`src/hw/rtl/sdi_pkg.sv`:
```
package sdi_pkg;

  localparam int ModeW     = 3;
  localparam int StepW     = 4;
  localparam int KindW     = 4;
  localparam int ResW      = 2;
  localparam int CfgIdxW   = 2;
  localparam int CfgDataW  = 24;
  localparam int InDataW   = 88;
  localparam int OutDataW  = 72;

  localparam logic [ModeW-1:0] MODE_DETECT   = 3'd0;
  localparam logic [ModeW-1:0] MODE_INIT     = 3'd1;
  localparam logic [ModeW-1:0] MODE_CMD_DONE = 3'd2;
  localparam logic [ModeW-1:0] MODE_READ     = 3'd3;
  localparam logic [ModeW-1:0] MODE_XFER     = 3'd4;

  localparam logic [CfgIdxW-1:0] REG_RETRY_LIMIT    = 2'd0;
  localparam logic [CfgIdxW-1:0] REG_VOLTAGE_WINDOW = 2'd1;
  localparam logic [CfgIdxW-1:0] REG_BLOCK_LENGTH   = 2'd2;

  localparam logic [KindW-1:0] RK_NONE   = 4'd0;
  localparam logic [KindW-1:0] RK_R1     = 4'd1;
  localparam logic [KindW-1:0] RK_R1B    = 4'd2;
  localparam logic [KindW-1:0] RK_R2     = 4'd3;
  localparam logic [KindW-1:0] RK_R3     = 4'd4;
  localparam logic [KindW-1:0] RK_R6     = 4'd5;
  localparam logic [KindW-1:0] RK_R7     = 4'd6;
  localparam logic [KindW-1:0] RK_SINGLE = 4'd7;
  localparam logic [KindW-1:0] RK_MULTI  = 4'd8;

  localparam logic [ResW-1:0] RES_PENDING  = 2'd0;
  localparam logic [ResW-1:0] RES_OK       = 2'd1;
  localparam logic [ResW-1:0] RES_FAIL     = 2'd2;
  localparam logic [ResW-1:0] RES_NOTREADY = 2'd3;

  localparam logic [31:0] IF_COND_ECHO  = 32'h0000_01AA;
  localparam logic [31:0] ACMD41_FLAGS  = 32'h5000_0000;
  localparam logic [31:0] BUS4_ARG      = 32'd2;

  localparam logic [15:0] RETRY_LIMIT_RST    = 16'd1000;
  localparam logic [23:0] VOLTAGE_WINDOW_RST = 24'h30_0000;
  localparam logic [11:0] BLOCK_LENGTH_RST   = 12'd512;

  typedef struct packed {
    logic [15:0] retry_limit;
    logic [23:0] voltage_window;
    logic [11:0] block_length;
  } cfg_t;

  typedef struct packed {
    logic [ModeW-1:0] mode;
    logic             card_present;
    logic             cmd_error;
    logic [31:0]      response_word;
    logic [31:0]      read_sector;
    logic [15:0]      read_count;
  } item_t;

  typedef struct packed {
    logic             issue_cmd;
    logic [5:0]       cmd_index;
    logic [31:0]      cmd_argument;
    logic [KindW-1:0] response_kind;
    logic [15:0]      block_count;
    logic             clock_fast;
    logic             bus_wide;
    logic             not_initialized;
    logic             no_disk;
    logic [ResW-1:0]  result_code;
  } result_t;

endpackage

```
`src/hw/rtl/sdi_cfg.sv`:
```
module sdi_cfg (
  input  logic                          clk,
  input  logic                          rst,
  input  logic                          cfg_we,
  input  logic [sdi_pkg::CfgIdxW-1:0]   cfg_index,
  input  logic [sdi_pkg::CfgDataW-1:0]  cfg_data,
  output sdi_pkg::cfg_t                 cfg
);

  always_ff @(posedge clk) begin
    if (rst) begin
      cfg.retry_limit    <= sdi_pkg::RETRY_LIMIT_RST;
      cfg.voltage_window <= sdi_pkg::VOLTAGE_WINDOW_RST;
      cfg.block_length   <= sdi_pkg::BLOCK_LENGTH_RST;
    end else if (cfg_we) begin
      unique case (cfg_index)
        sdi_pkg::REG_RETRY_LIMIT:    cfg.retry_limit    <= cfg_data[15:0];
        sdi_pkg::REG_VOLTAGE_WINDOW: cfg.voltage_window <= cfg_data;
        sdi_pkg::REG_BLOCK_LENGTH:   cfg.block_length   <= cfg_data[11:0];
        default: ;
      endcase
    end
  end

endmodule

```
`src/hw/rtl/sdi_ctrl.sv`:
```
module sdi_ctrl (
  input  logic              clk,
  input  logic              rst,
  input  logic              step_en,
  input  sdi_pkg::item_t    item,
  input  sdi_pkg::cfg_t     cfg,
  output sdi_pkg::result_t  result
);

  localparam logic [sdi_pkg::StepW-1:0] STEP_IDLE   = 4'd0;
  localparam logic [sdi_pkg::StepW-1:0] STEP_CMD0   = 4'd1;
  localparam logic [sdi_pkg::StepW-1:0] STEP_CMD8   = 4'd2;
  localparam logic [sdi_pkg::StepW-1:0] STEP_APP1   = 4'd3;
  localparam logic [sdi_pkg::StepW-1:0] STEP_ACMD41 = 4'd4;
  localparam logic [sdi_pkg::StepW-1:0] STEP_CMD2   = 4'd5;
  localparam logic [sdi_pkg::StepW-1:0] STEP_CMD3   = 4'd6;
  localparam logic [sdi_pkg::StepW-1:0] STEP_CMD9   = 4'd7;
  localparam logic [sdi_pkg::StepW-1:0] STEP_CMD7   = 4'd8;
  localparam logic [sdi_pkg::StepW-1:0] STEP_APP2   = 4'd9;
  localparam logic [sdi_pkg::StepW-1:0] STEP_ACMD6  = 4'd10;
  localparam logic [sdi_pkg::StepW-1:0] STEP_CMD16  = 4'd11;

  logic [sdi_pkg::StepW-1:0] step, step_next;
  logic [15:0]               card_address, card_address_next;
  logic [15:0]               retries_left, retries_left_next;
  logic                      uninit, uninit_next;
  logic                      absent, absent_next;
  logic                      fast_clk, fast_clk_next;
  logic                      wide_bus, wide_bus_next;
  logic                      read_busy, read_busy_next;
  logic [31:0]               addr_arg;
  sdi_pkg::result_t          res;

  assign addr_arg = {card_address_next, 16'h0000};

  always_comb begin
    step_next         = step;
    card_address_next = card_address;
    retries_left_next = retries_left;
    uninit_next       = uninit;
    absent_next       = absent;
    fast_clk_next     = fast_clk;
    wide_bus_next     = wide_bus;
    read_busy_next    = read_busy;
    res               = '0;

    unique case (item.mode)
      sdi_pkg::MODE_DETECT: begin
        absent_next    = ~item.card_present;
        uninit_next    = 1'b1;
        step_next      = STEP_IDLE;
        read_busy_next = 1'b0;
      end
      sdi_pkg::MODE_INIT: begin
        uninit_next    = 1'b1;
        fast_clk_next  = 1'b0;
        wide_bus_next  = 1'b0;
        read_busy_next = 1'b0;
        if (absent) begin
          step_next       = STEP_IDLE;
          res.result_code = sdi_pkg::RES_NOTREADY;
        end else begin
          step_next     = STEP_CMD0;
          res.issue_cmd = 1'b1;
        end
      end
      sdi_pkg::MODE_CMD_DONE: begin
        if (step != STEP_IDLE) begin
          if (item.cmd_error) begin
            step_next       = STEP_IDLE;
            res.result_code = sdi_pkg::RES_FAIL;
          end else begin
            unique case (step)
              STEP_CMD0: begin
                step_next          = STEP_CMD8;
                res.issue_cmd      = 1'b1;
                res.cmd_index      = 6'd8;
                res.cmd_argument   = sdi_pkg::IF_COND_ECHO;
                res.response_kind  = sdi_pkg::RK_R7;
              end
              STEP_CMD8: begin
                if (item.response_word != sdi_pkg::IF_COND_ECHO) begin
                  step_next       = STEP_IDLE;
                  res.result_code = sdi_pkg::RES_FAIL;
                end else begin
                  card_address_next = '0;
                  retries_left_next = cfg.retry_limit;
                  step_next         = STEP_APP1;
                  res.issue_cmd     = 1'b1;
                  res.cmd_index     = 6'd55;
                  res.cmd_argument  = addr_arg;
                  res.response_kind = sdi_pkg::RK_R1;
                end
              end
              STEP_APP1: begin
                step_next         = STEP_ACMD41;
                res.issue_cmd     = 1'b1;
                res.cmd_index     = 6'd41;
                res.cmd_argument  = sdi_pkg::ACMD41_FLAGS | {8'h00, cfg.voltage_window};
                res.response_kind = sdi_pkg::RK_R3;
              end
              STEP_ACMD41: begin
                if ((item.response_word[23:0] & cfg.voltage_window) == '0) begin
                  step_next       = STEP_IDLE;
                  res.result_code = sdi_pkg::RES_FAIL;
                end else if (item.response_word[31] || retries_left <= 16'd1) begin
                  retries_left_next = '0;
                  step_next         = STEP_CMD2;
                  res.issue_cmd     = 1'b1;
                  res.cmd_index     = 6'd2;
                  res.response_kind = sdi_pkg::RK_R2;
                end else begin
                  retries_left_next = retries_left - 16'd1;
                  step_next         = STEP_APP1;
                  res.issue_cmd     = 1'b1;
                  res.cmd_index     = 6'd55;
                  res.cmd_argument  = addr_arg;
                  res.response_kind = sdi_pkg::RK_R1;
                end
              end
              STEP_CMD2: begin
                step_next         = STEP_CMD3;
                res.issue_cmd     = 1'b1;
                res.cmd_index     = 6'd3;
                res.response_kind = sdi_pkg::RK_R6;
              end
              STEP_CMD3: begin
                card_address_next = item.response_word[31:16];
                step_next         = STEP_CMD9;
                res.issue_cmd     = 1'b1;
                res.cmd_index     = 6'd9;
                res.cmd_argument  = addr_arg;
                res.response_kind = sdi_pkg::RK_R2;
              end
              STEP_CMD9: begin
                fast_clk_next     = 1'b1;
                step_next         = STEP_CMD7;
                res.issue_cmd     = 1'b1;
                res.cmd_index     = 6'd7;
                res.cmd_argument  = addr_arg;
                res.response_kind = sdi_pkg::RK_R1B;
              end
              STEP_CMD7: begin
                step_next         = STEP_APP2;
                res.issue_cmd     = 1'b1;
                res.cmd_index     = 6'd55;
                res.cmd_argument  = addr_arg;
                res.response_kind = sdi_pkg::RK_R1;
              end
              STEP_APP2: begin
                step_next         = STEP_ACMD6;
                res.issue_cmd     = 1'b1;
                res.cmd_index     = 6'd6;
                res.cmd_argument  = sdi_pkg::BUS4_ARG;
                res.response_kind = sdi_pkg::RK_R1;
              end
              STEP_ACMD6: begin
                wide_bus_next     = 1'b1;
                step_next         = STEP_CMD16;
                res.issue_cmd     = 1'b1;
                res.cmd_index     = 6'd16;
                res.cmd_argument  = {20'h00000, cfg.block_length};
                res.response_kind = sdi_pkg::RK_R1;
              end
              STEP_CMD16: begin
                uninit_next     = 1'b0;
                step_next       = STEP_IDLE;
                res.result_code = sdi_pkg::RES_OK;
              end
              default: step_next = STEP_IDLE;
            endcase
          end
        end else if (read_busy && item.cmd_error) begin
          read_busy_next  = 1'b0;
          res.result_code = sdi_pkg::RES_FAIL;
        end
      end
      sdi_pkg::MODE_READ: begin
        if (uninit) begin
          res.result_code = sdi_pkg::RES_NOTREADY;
        end else begin
          read_busy_next   = 1'b1;
          res.issue_cmd    = 1'b1;
          res.cmd_argument = item.read_sector;
          if (item.read_count == 16'd1) begin
            res.cmd_index     = 6'd17;
            res.response_kind = sdi_pkg::RK_SINGLE;
          end else begin
            res.cmd_index     = 6'd18;
            res.response_kind = sdi_pkg::RK_MULTI;
            res.block_count   = item.read_count;
          end
        end
      end
      sdi_pkg::MODE_XFER: begin
        if (read_busy) begin
          read_busy_next  = 1'b0;
          res.result_code = item.cmd_error ? sdi_pkg::RES_FAIL : sdi_pkg::RES_OK;
        end
      end
      default: ;
    endcase

    res.clock_fast      = fast_clk_next;
    res.bus_wide        = wide_bus_next;
    res.not_initialized = uninit_next;
    res.no_disk         = absent_next;
  end

  always_ff @(posedge clk) begin
    if (rst) begin
      step         <= STEP_IDLE;
      card_address <= '0;
      retries_left <= '0;
      uninit       <= 1'b1;
      absent       <= 1'b1;
      fast_clk     <= 1'b0;
      wide_bus     <= 1'b0;
      read_busy    <= 1'b0;
    end else if (step_en) begin
      step         <= step_next;
      card_address <= card_address_next;
      retries_left <= retries_left_next;
      uninit       <= uninit_next;
      absent       <= absent_next;
      fast_clk     <= fast_clk_next;
      wide_bus     <= wide_bus_next;
      read_busy    <= read_busy_next;
    end
  end

  always_ff @(posedge clk) begin
    if (step_en) begin
      result <= res;
    end
  end

endmodule

```
`src/hw/rtl/sd_card_init_sequencer.sv`:
```
// SD card bring-up and read command sequencer. Each input item (an event
// selected by s_tuser: card detect, start init, command done, start read,
// transfer done) yields exactly one result item that may carry one SD
// command to send plus the current clock, bus and card flags and a result
// code. An item is registered on entry and its result is then registered in
// the output register; a new item is taken every cycle while the output side
// keeps up. The event handler is a one-step state update, so the dependence
// of each event on the previous one closes in that single update. The user
// must write configuration (retry limit, OCR voltage window, block length) via
// cfg_we/cfg_index/cfg_data only while no item is in flight; not enforced here.
module sd_card_init_sequencer (
  input  logic                          clk,
  input  logic                          rst,
  input  logic                          s_tvalid,
  output logic                          s_tready,
  // [0] card_present, [1] cmd_error, [33:2] response_word,
  // [65:34] read_sector, [81:66] read_count, rest zero
  input  logic [sdi_pkg::InDataW-1:0]   s_tdata,
  // [2:0] mode
  input  logic [sdi_pkg::ModeW-1:0]     s_tuser,
  output logic                          m_tvalid,
  input  logic                          m_tready,
  // [0] issue_cmd, [6:1] cmd_index, [38:7] cmd_argument,
  // [42:39] response_kind, [58:43] block_count, [59] clock_fast,
  // [60] bus_wide, [61] not_initialized, [62] no_disk,
  // [64:63] result_code, rest zero
  output logic [sdi_pkg::OutDataW-1:0]  m_tdata,
  input  logic                          cfg_we,
  input  logic [sdi_pkg::CfgIdxW-1:0]   cfg_index,
  input  logic [sdi_pkg::CfgDataW-1:0]  cfg_data
);

  sdi_pkg::cfg_t    cfg;
  sdi_pkg::item_t   item;
  sdi_pkg::result_t result;
  logic             in_valid;
  logic             adv;

  assign adv      = ~m_tvalid | m_tready;
  assign s_tready = ~in_valid | adv;

  always_ff @(posedge clk) begin
    if (rst) begin
      in_valid <= 1'b0;
      m_tvalid <= 1'b0;
    end else begin
      if (s_tready) begin
        in_valid <= s_tvalid;
      end
      if (adv) begin
        m_tvalid <= in_valid;
      end
    end
  end

  always_ff @(posedge clk) begin
    if (s_tready && s_tvalid) begin
      item.mode          <= s_tuser;
      item.card_present  <= s_tdata[0];
      item.cmd_error     <= s_tdata[1];
      item.response_word <= s_tdata[33:2];
      item.read_sector   <= s_tdata[65:34];
      item.read_count    <= s_tdata[81:66];
    end
  end

  sdi_cfg u_cfg (
    .clk       (clk),
    .rst       (rst),
    .cfg_we    (cfg_we),
    .cfg_index (cfg_index),
    .cfg_data  (cfg_data),
    .cfg       (cfg)
  );

  sdi_ctrl u_ctrl (
    .clk     (clk),
    .rst     (rst),
    .step_en (in_valid & adv),
    .item    (item),
    .cfg     (cfg),
    .result  (result)
  );

  assign m_tdata = {7'b0,
                    result.result_code,
                    result.no_disk,
                    result.not_initialized,
                    result.bus_wide,
                    result.clock_fast,
                    result.block_count,
                    result.response_kind,
                    result.cmd_argument,
                    result.cmd_index,
                    result.issue_cmd};

endmodule

```
`config.mk`:
```
export PLATFORM = sky130hd
export DESIGN_NAME = sd_card_init_sequencer
export DESIGN_NICKNAME = d
export VERILOG_FILES = /design/src/hw/rtl/sdi_pkg.sv /design/src/hw/rtl/sdi_cfg.sv /design/src/hw/rtl/sdi_ctrl.sv /design/src/hw/rtl/sd_card_init_sequencer.sv
export SDC_FILE = /design/constraint.sdc
export NUM_CORES = 1
export LEC_CHECK = 0
export BUFFER_PORTS_ARGS = -buffer_cell sky130_fd_sc_hd__buf_2
export CAP_MARGIN = 20
export CORE_UTILIZATION = 52
export CTS_CLUSTER_SIZE = 8
export DETAILED_ROUTE_END_ITERATION = 8
export PLACE_DENSITY = 0.77
export SETUP_SLACK_MARGIN = 0.4
export SYNTH_ARGS = -nofsm -noshare
export SYNTH_HDL_FRONTEND = slang
export SYNTH_SLANG_ARGS = --single-unit
```
`constraint.sdc`:
```
create_clock -name clk -period 7 [get_ports clk]
set_clock_uncertainty 0.1 [all_clocks]
set_input_delay 0.7 -clock clk [delete_from_list [all_inputs] [get_ports clk]]
set_output_delay 0.7 -clock clk [all_outputs]
set_load 0.01 [all_outputs]
```
# Word-level counts from Yosys, hierarchy flattened
# Index checks and enable logic that the tools add are counted.
# word_totals
register_bits,245
in_bits,122
wordCells,148
# classes
add_sub_neg,1
magnitude_cmp,1
eq_ne,25
mux,62
bitwise_logic,9
n_reduce_logical,21
# op_table
cell,count
$pmux 32 s7,1
$mux 43,4
$mux 16,8
$pmux 42 s2,1
$pmux 7 s10,1
$pmux 16 s2,2
$mux 59,1
$pmux 4 s10,1
$mux 32,1
$ne 32x9->1 const B,1
$pmux 4 s8,1
$and 24x24->24,1
$logic_not 24->1,1
$mux 2,12
$eq 16x1->1 const B,1
$eq 4x3->1 const B,4
$eq 4x4->1 const B,4
$le 16x1->1 const B,1
$mux 4,4
$sub 16x1->16 const B,1
$mux 1,15
$pmux 4 s3,1
$reduce_or 3->1,4
$eq 4x2->1 const B,2
other kinds (29),46

# Depth between registers and ports, before layout
# logic_depth
ltp_word,12
mapped_depth,10

# Hierarchy
# Synthesis repeated with hierarchy kept, for this count alone.
# hier_totals
hier_cells,894
area_unflattened_um2,10600.2
# modules_own_cells
mod,instances,cells_each,area_per_inst_um2,seq_area_each_um2
sdi_ctrl,1,585,5735.5,2772.7
sd_card_init_sequencer,1,103,2712.6,2592.5
sdi_cfg,1,206,2152.1,1041.0

# Worst setup path before layout
# No wires, ideal clock.
# synth_timing
path_kind,input to register
start,input m_tready
end,register u_ctrl.read_busy
setup_time_ps,75
t_arrival_ps,3764
t_required_ps,6825
path_slack_ps,3061
cell_stages,8
n_path_buf,3
cell_sequence,nor2b_1 -> nand2b_1 -> clkbuf_1 -> inv_1 -> clkbuf_1 -> buf_1 -> nand4_1 -> a21oi_1
# synth_between
elab_chain_len,3
# synth_lines
item,line_no,text
from (decl),sd_card_init_sequencer.sv:22,"input logic m_tready,"
$or 1x1->1,sd_card_init_sequencer.sv:39,assign adv = ~m_tvalid | m_tready;
$and 1x1->1,sd_card_init_sequencer.sv:79,".step_en (in_valid & adv),"
named net u_ctrl.step_en,sdi_ctrl.sv:4,"input logic step_en,"
$reduce_and 5->1 (no line),-,
to (signal assigned),sdi_ctrl.sv:228,read_busy <= read_busy_next;
to (decl),sdi_ctrl.sv:30,"logic read_busy, read_busy_next;"
# The timed path passes the listed nets, and every way through them passes these cells.
# A chain may end at the register's enable or synchronous reset.

# Worst setup path after layout
# layout_timing
start,"register, netlist name item[84]"
end,register u_ctrl.card_address[0]
# layout_between
elab_chain_len,2
# layout_lines
item,line_no,text
$eq 3x2->1,sdi_ctrl.sv:47,unique case (item.mode)
$mux 16,sdi_ctrl.sv:47,
to (signal assigned),sdi_ctrl.sv:222,card_address <= card_address_next;
to (decl),sdi_ctrl.sv:24,"logic [15:0] card_address, card_address_next;"
# No other way between the ends.

==> run summary <==
Counting I/O delays and the setup requirement, the final critical path takes 3.25 ns. Measured along the x axis, the die boundary spans 142 µm. The tools report the global route total overflow as 0. After Yosys synthesis, XOR and XNOR cells account for 0.344% of the synthesized area. The H-tree depth is 2. In this run, synthesis inferred 150 flip-flops with an integrated enable. The overall track demand over capacity in global routing was 25.2%; the routed wirelength normalized by instance count was 18.5 µm. The run gives 0 as the max-slew violation count.

The adder-cell share of the synthesized area is 0.246%, and the residual DRC count is 0. The number of register bits inferred by synthesis came out at 245. The number of gates resized after CTS was 0.

Kind of launch point of the worst setup path: a register. At the later pin of the worst-skew pair, clock insertion delay measures 0.51 ns. Detailed placement ended at an HPWL of 16.7 mm. STA puts the critical path data arrival time at 3.57 ns. In this run the clock root is driven by a sky130_fd_sc_hd__clkbuf_16.

After clock tree synthesis, the flow added hold-fix buffers numbering 0. The congestion estimate from routability-driven global placement came to 0.912. For the via count of the first global-routing pass, the log shows 7337. Max-cap violations in this run came to 0.

Of the total synthesized cell area, the portion taken by AND, OR, NAND and NOR gates is 15.3%. The routed layout has 8002 vias. The tightest hold path in the finished design has a slack of 0.262 ns.

The number of optimization iterations in the first detailed-route pass is 5, and the number of I/O pins is 196. After clock tree synthesis, the setup repair step added 0 buffers. For the wire length of the first global-routing pass, the log shows 39.1 mm. The logs give 36 for the TritonCTS buffer count and 10200 µm² for the cell area after synthesis. Total power for the finished layout comes to 3340 µW. The run finished with clean final reports.

After detailed routing, the total wire length is 25.3 mm. The clock net in this run drives a total of 245 sinks. The biggest area contributor in the post-synthesis netlist is sky130_fd_sc_hd__edfxtp_1.

The critical-path maximum fanout works out to 17. The number of placed instances with taps included was 1304. Clock-pin slew was measured on the worst setup and hold paths at 0.05 ns.

After synthesis, the largest family of logic cells by area is compound AO/OA/AOI/OAI gates. Summing the areas of all compound-gate instances in the mapped netlist gives 17.4% of the synthesized area. The run gives 915 as the cell count after synthesis.

Setup violations remaining at the end of the flow were counted as 0. The reported leakage power came out at 0.00462 µW. The tools report the number of failing hold endpoints at the final stage as 0. The tools report the antenna diode count as 0. The detail route stage leaves a number of antenna-violating nets equal to 0.

Of the available clock period, the critical path in the final layout requires 46.4%. For the pin with the worst max-slew slack, the measured transition is 1.08 ns. The portion of synthesized cell area occupied by the leading cell type was 44.2%; the achievable frequency was 0.308 GHz.

TritonCTS built the clock tree. Entering global routing, the biggest net connects 86 pins. The floorplan step defined a core boundary enclosing 19000 µm².

The clock passes through at most 3 buffers. The async set-or-reset flop fraction in the synthesized netlist was 0%; the layout-stage area growth over the synthesis result was 20.2%. In the final design database the tool counted 1207 nets. After synthesis, the cell types taking the most area are sky130_fd_sc_hd__edfxtp_1 44%, sky130_fd_sc_hd__dfxtp_1 19%, sky130_fd_sc_hd__nand2_1 5.9%.

At the worst endpoint, the required time is 7.33 ns. The count of buffers added on input and output ports is 182. The logs give 20200 µm² for the die area and 0 for the initial antenna violation count.

The worst setup path is of the reg2reg kind. The share of synthesized area spent on multiplexers came out at 0.0983%. The layout has 1470 filler cells.

Setup repair after global routing left no endpoint under its margin. The share of the Yosys chip area taken by registers is 62.9%. For this run, the number of standard cells in the final layout without fillers is 1366. The dominant synthesized flop cell is sky130_fd_sc_hd__edfxtp_1.

The post-route netlist has 24.1% of its cells at a drive strength greater than 1. The netlist uses 69 different library cells. The die is 142 µm tall.

The number of placement rows was 50; the yosys synthesis warning count was 0. For the final routed database, the setup TNS stands at 0 ns. The average vias per placed instance came out at 5.86. IR analysis of the VDD net gives a maximum drop of 188 µV. For the starting density of the core, the log shows 53.7%. The path class of the tightest hold or removal check is in2reg. The power density relative to cell area is 273 nW/µm², and the post-synthesis average cell area is 11.1 µm². The detailed router's first-iteration violation count came out at 836. The worst pin sits at a relative slew slack of 28.1%.

The tools report the endpoint kind of the worst setup timing path as a register.
## synthesized netlist by cell type (all sizes together), types with 7 or more instances
library cell and instances:
nor3 16, nand2b 7, o31ai 8, nor2 40, edfxtp 150, buf 23
nor2b 8, nand3 15, nand4 7, a222oi 7, clkbuf 43, nor4 13
a21oi 80, o21ai 59, inv 17, a22oi 39, and2 7, dfxtp 95
nand2 161, a211oi 11, and3 18
## where the power goes
| group | switching (µW) | internal [µW] | total [µW] |
|---|---|---|---|
| Clock | 597 | 959 | 1560 |
| Sequential | 33.7 | 1600 | 1630 |
| Combinational | 101 | 57.1 | 158 |
## worst max-delay path, stage by stage, from the launching register on
cell and delay [ns]:
sky130_fd_sc_hd__edfxtp_1 0.55, sky130_fd_sc_hd__nor2b_1 0.49, sky130_fd_sc_hd__nand2_1 0.30, sky130_fd_sc_hd__nor4_4 0.91
sky130_fd_sc_hd__and2_1 0.50, sky130_fd_sc_hd__nand2_1 0.12, sky130_fd_sc_hd__a21oi_1 0.18
## metal layers
| layer | up-vias | GRT usage (%) | routed length, µm |
|---|---|---|---|
| met1 | 3776 | 33.9 | 10500 |
| met3 | 56 | 4.07 | 1940 |
| met5 | - | 0 | 0 |
| met4 | 0 | 12.2 | 930 |
| li1 | 3722 | - | - |
| met2 | 448 | 40.0 | 12000 |
## kinds of logic (layout without fill, tap and decap cells)
kind of cell,after synthesis,after routing
other cells,1,7
flops,245,245
xor+xnor,4,4
fa+ha+maj,2,2
compound gates,260,260
buf+inv,83,268
simple gates,319,319
mux,1,1
## cell usage in the layout (no fill, tap or decap), types with 7 or more instances in the layout
cell type                     n
sky130_fd_sc_hd__buf_2      182
sky130_fd_sc_hd__nand2_1    161
sky130_fd_sc_hd__edfxtp_1   150
sky130_fd_sc_hd__dfxtp_1     95
sky130_fd_sc_hd__a21oi_1     80
sky130_fd_sc_hd__o21ai_0     46
sky130_fd_sc_hd__a22oi_1     39
sky130_fd_sc_hd__nor2_1      38
sky130_fd_sc_hd__clkbuf_16   36
sky130_fd_sc_hd__clkbuf_1    21
sky130_fd_sc_hd__and3_1      18
sky130_fd_sc_hd__nand3_1     15
sky130_fd_sc_hd__nor3_1      15
sky130_fd_sc_hd__inv_1       15
sky130_fd_sc_hd__nor4_1      11
sky130_fd_sc_hd__o21ai_2     10
sky130_fd_sc_hd__a211oi_1    10
sky130_fd_sc_hd__nor2b_1      8
sky130_fd_sc_hd__nand2b_1     7
sky130_fd_sc_hd__a222oi_1     7
sky130_fd_sc_hd__conb_1       7
sky130_fd_sc_hd__buf_4        7
## final timing paths
path | start | endpoint | slack, ns | depth (start not counted)
setup / recovery | item[84]$_DFFE_PP_ | u_ctrl.card_address[0]$_SDFFE_PP0P_ | 3.75 | 6
hold / removal | s_tdata[43] | item[25]$_DFFE_PP_ | 0.26 | 1
setup reg to reg | item[84]$_DFFE_PP_ | u_ctrl.card_address[0]$_SDFFE_PP0P_ | 3.75 | 6
hold reg to reg | u_cfg.cfg[4]$_SDFFE_PP0P_ | u_cfg.cfg[4]$_SDFFE_PP0P_ | 0.35 | 2
## sequential cells by signal, summed over array words and instances, names as in the netlist, 4 cells and up
name                 cells
u_cfg.cfg               52
u_ctrl.step              4
u_ctrl.card_address     16
u_ctrl.retries_left     16
u_ctrl.result           65
item                    85
## cell type report
class	instances	area (µm²)	share of cell area [%]
clock inverter	4	52.6	0.429
inverter	17	65.1	0.531
sequential	245	6410	52.3
clock buffer	57	980	8.00
tap	260	325	2.66
multi-input combinational	593	3440	28.1
timing repair buffer	190	978	7.99
## metrics by stage
step | utilization, % | cell area, µm² | setup slack (ns)
final | 64.6 | 12200 | 3.75
after CTS | 64.5 | 12200 | 3.29
after global placement | 59.1 | 11200 | 3.42
after detailed placement | 59.1 | 11200 | 3.35
after global routing | 64.6 | 12200 | 3.54
after floorplan | - | 10200 | 3.06
(Power assumes the default switching activity.)
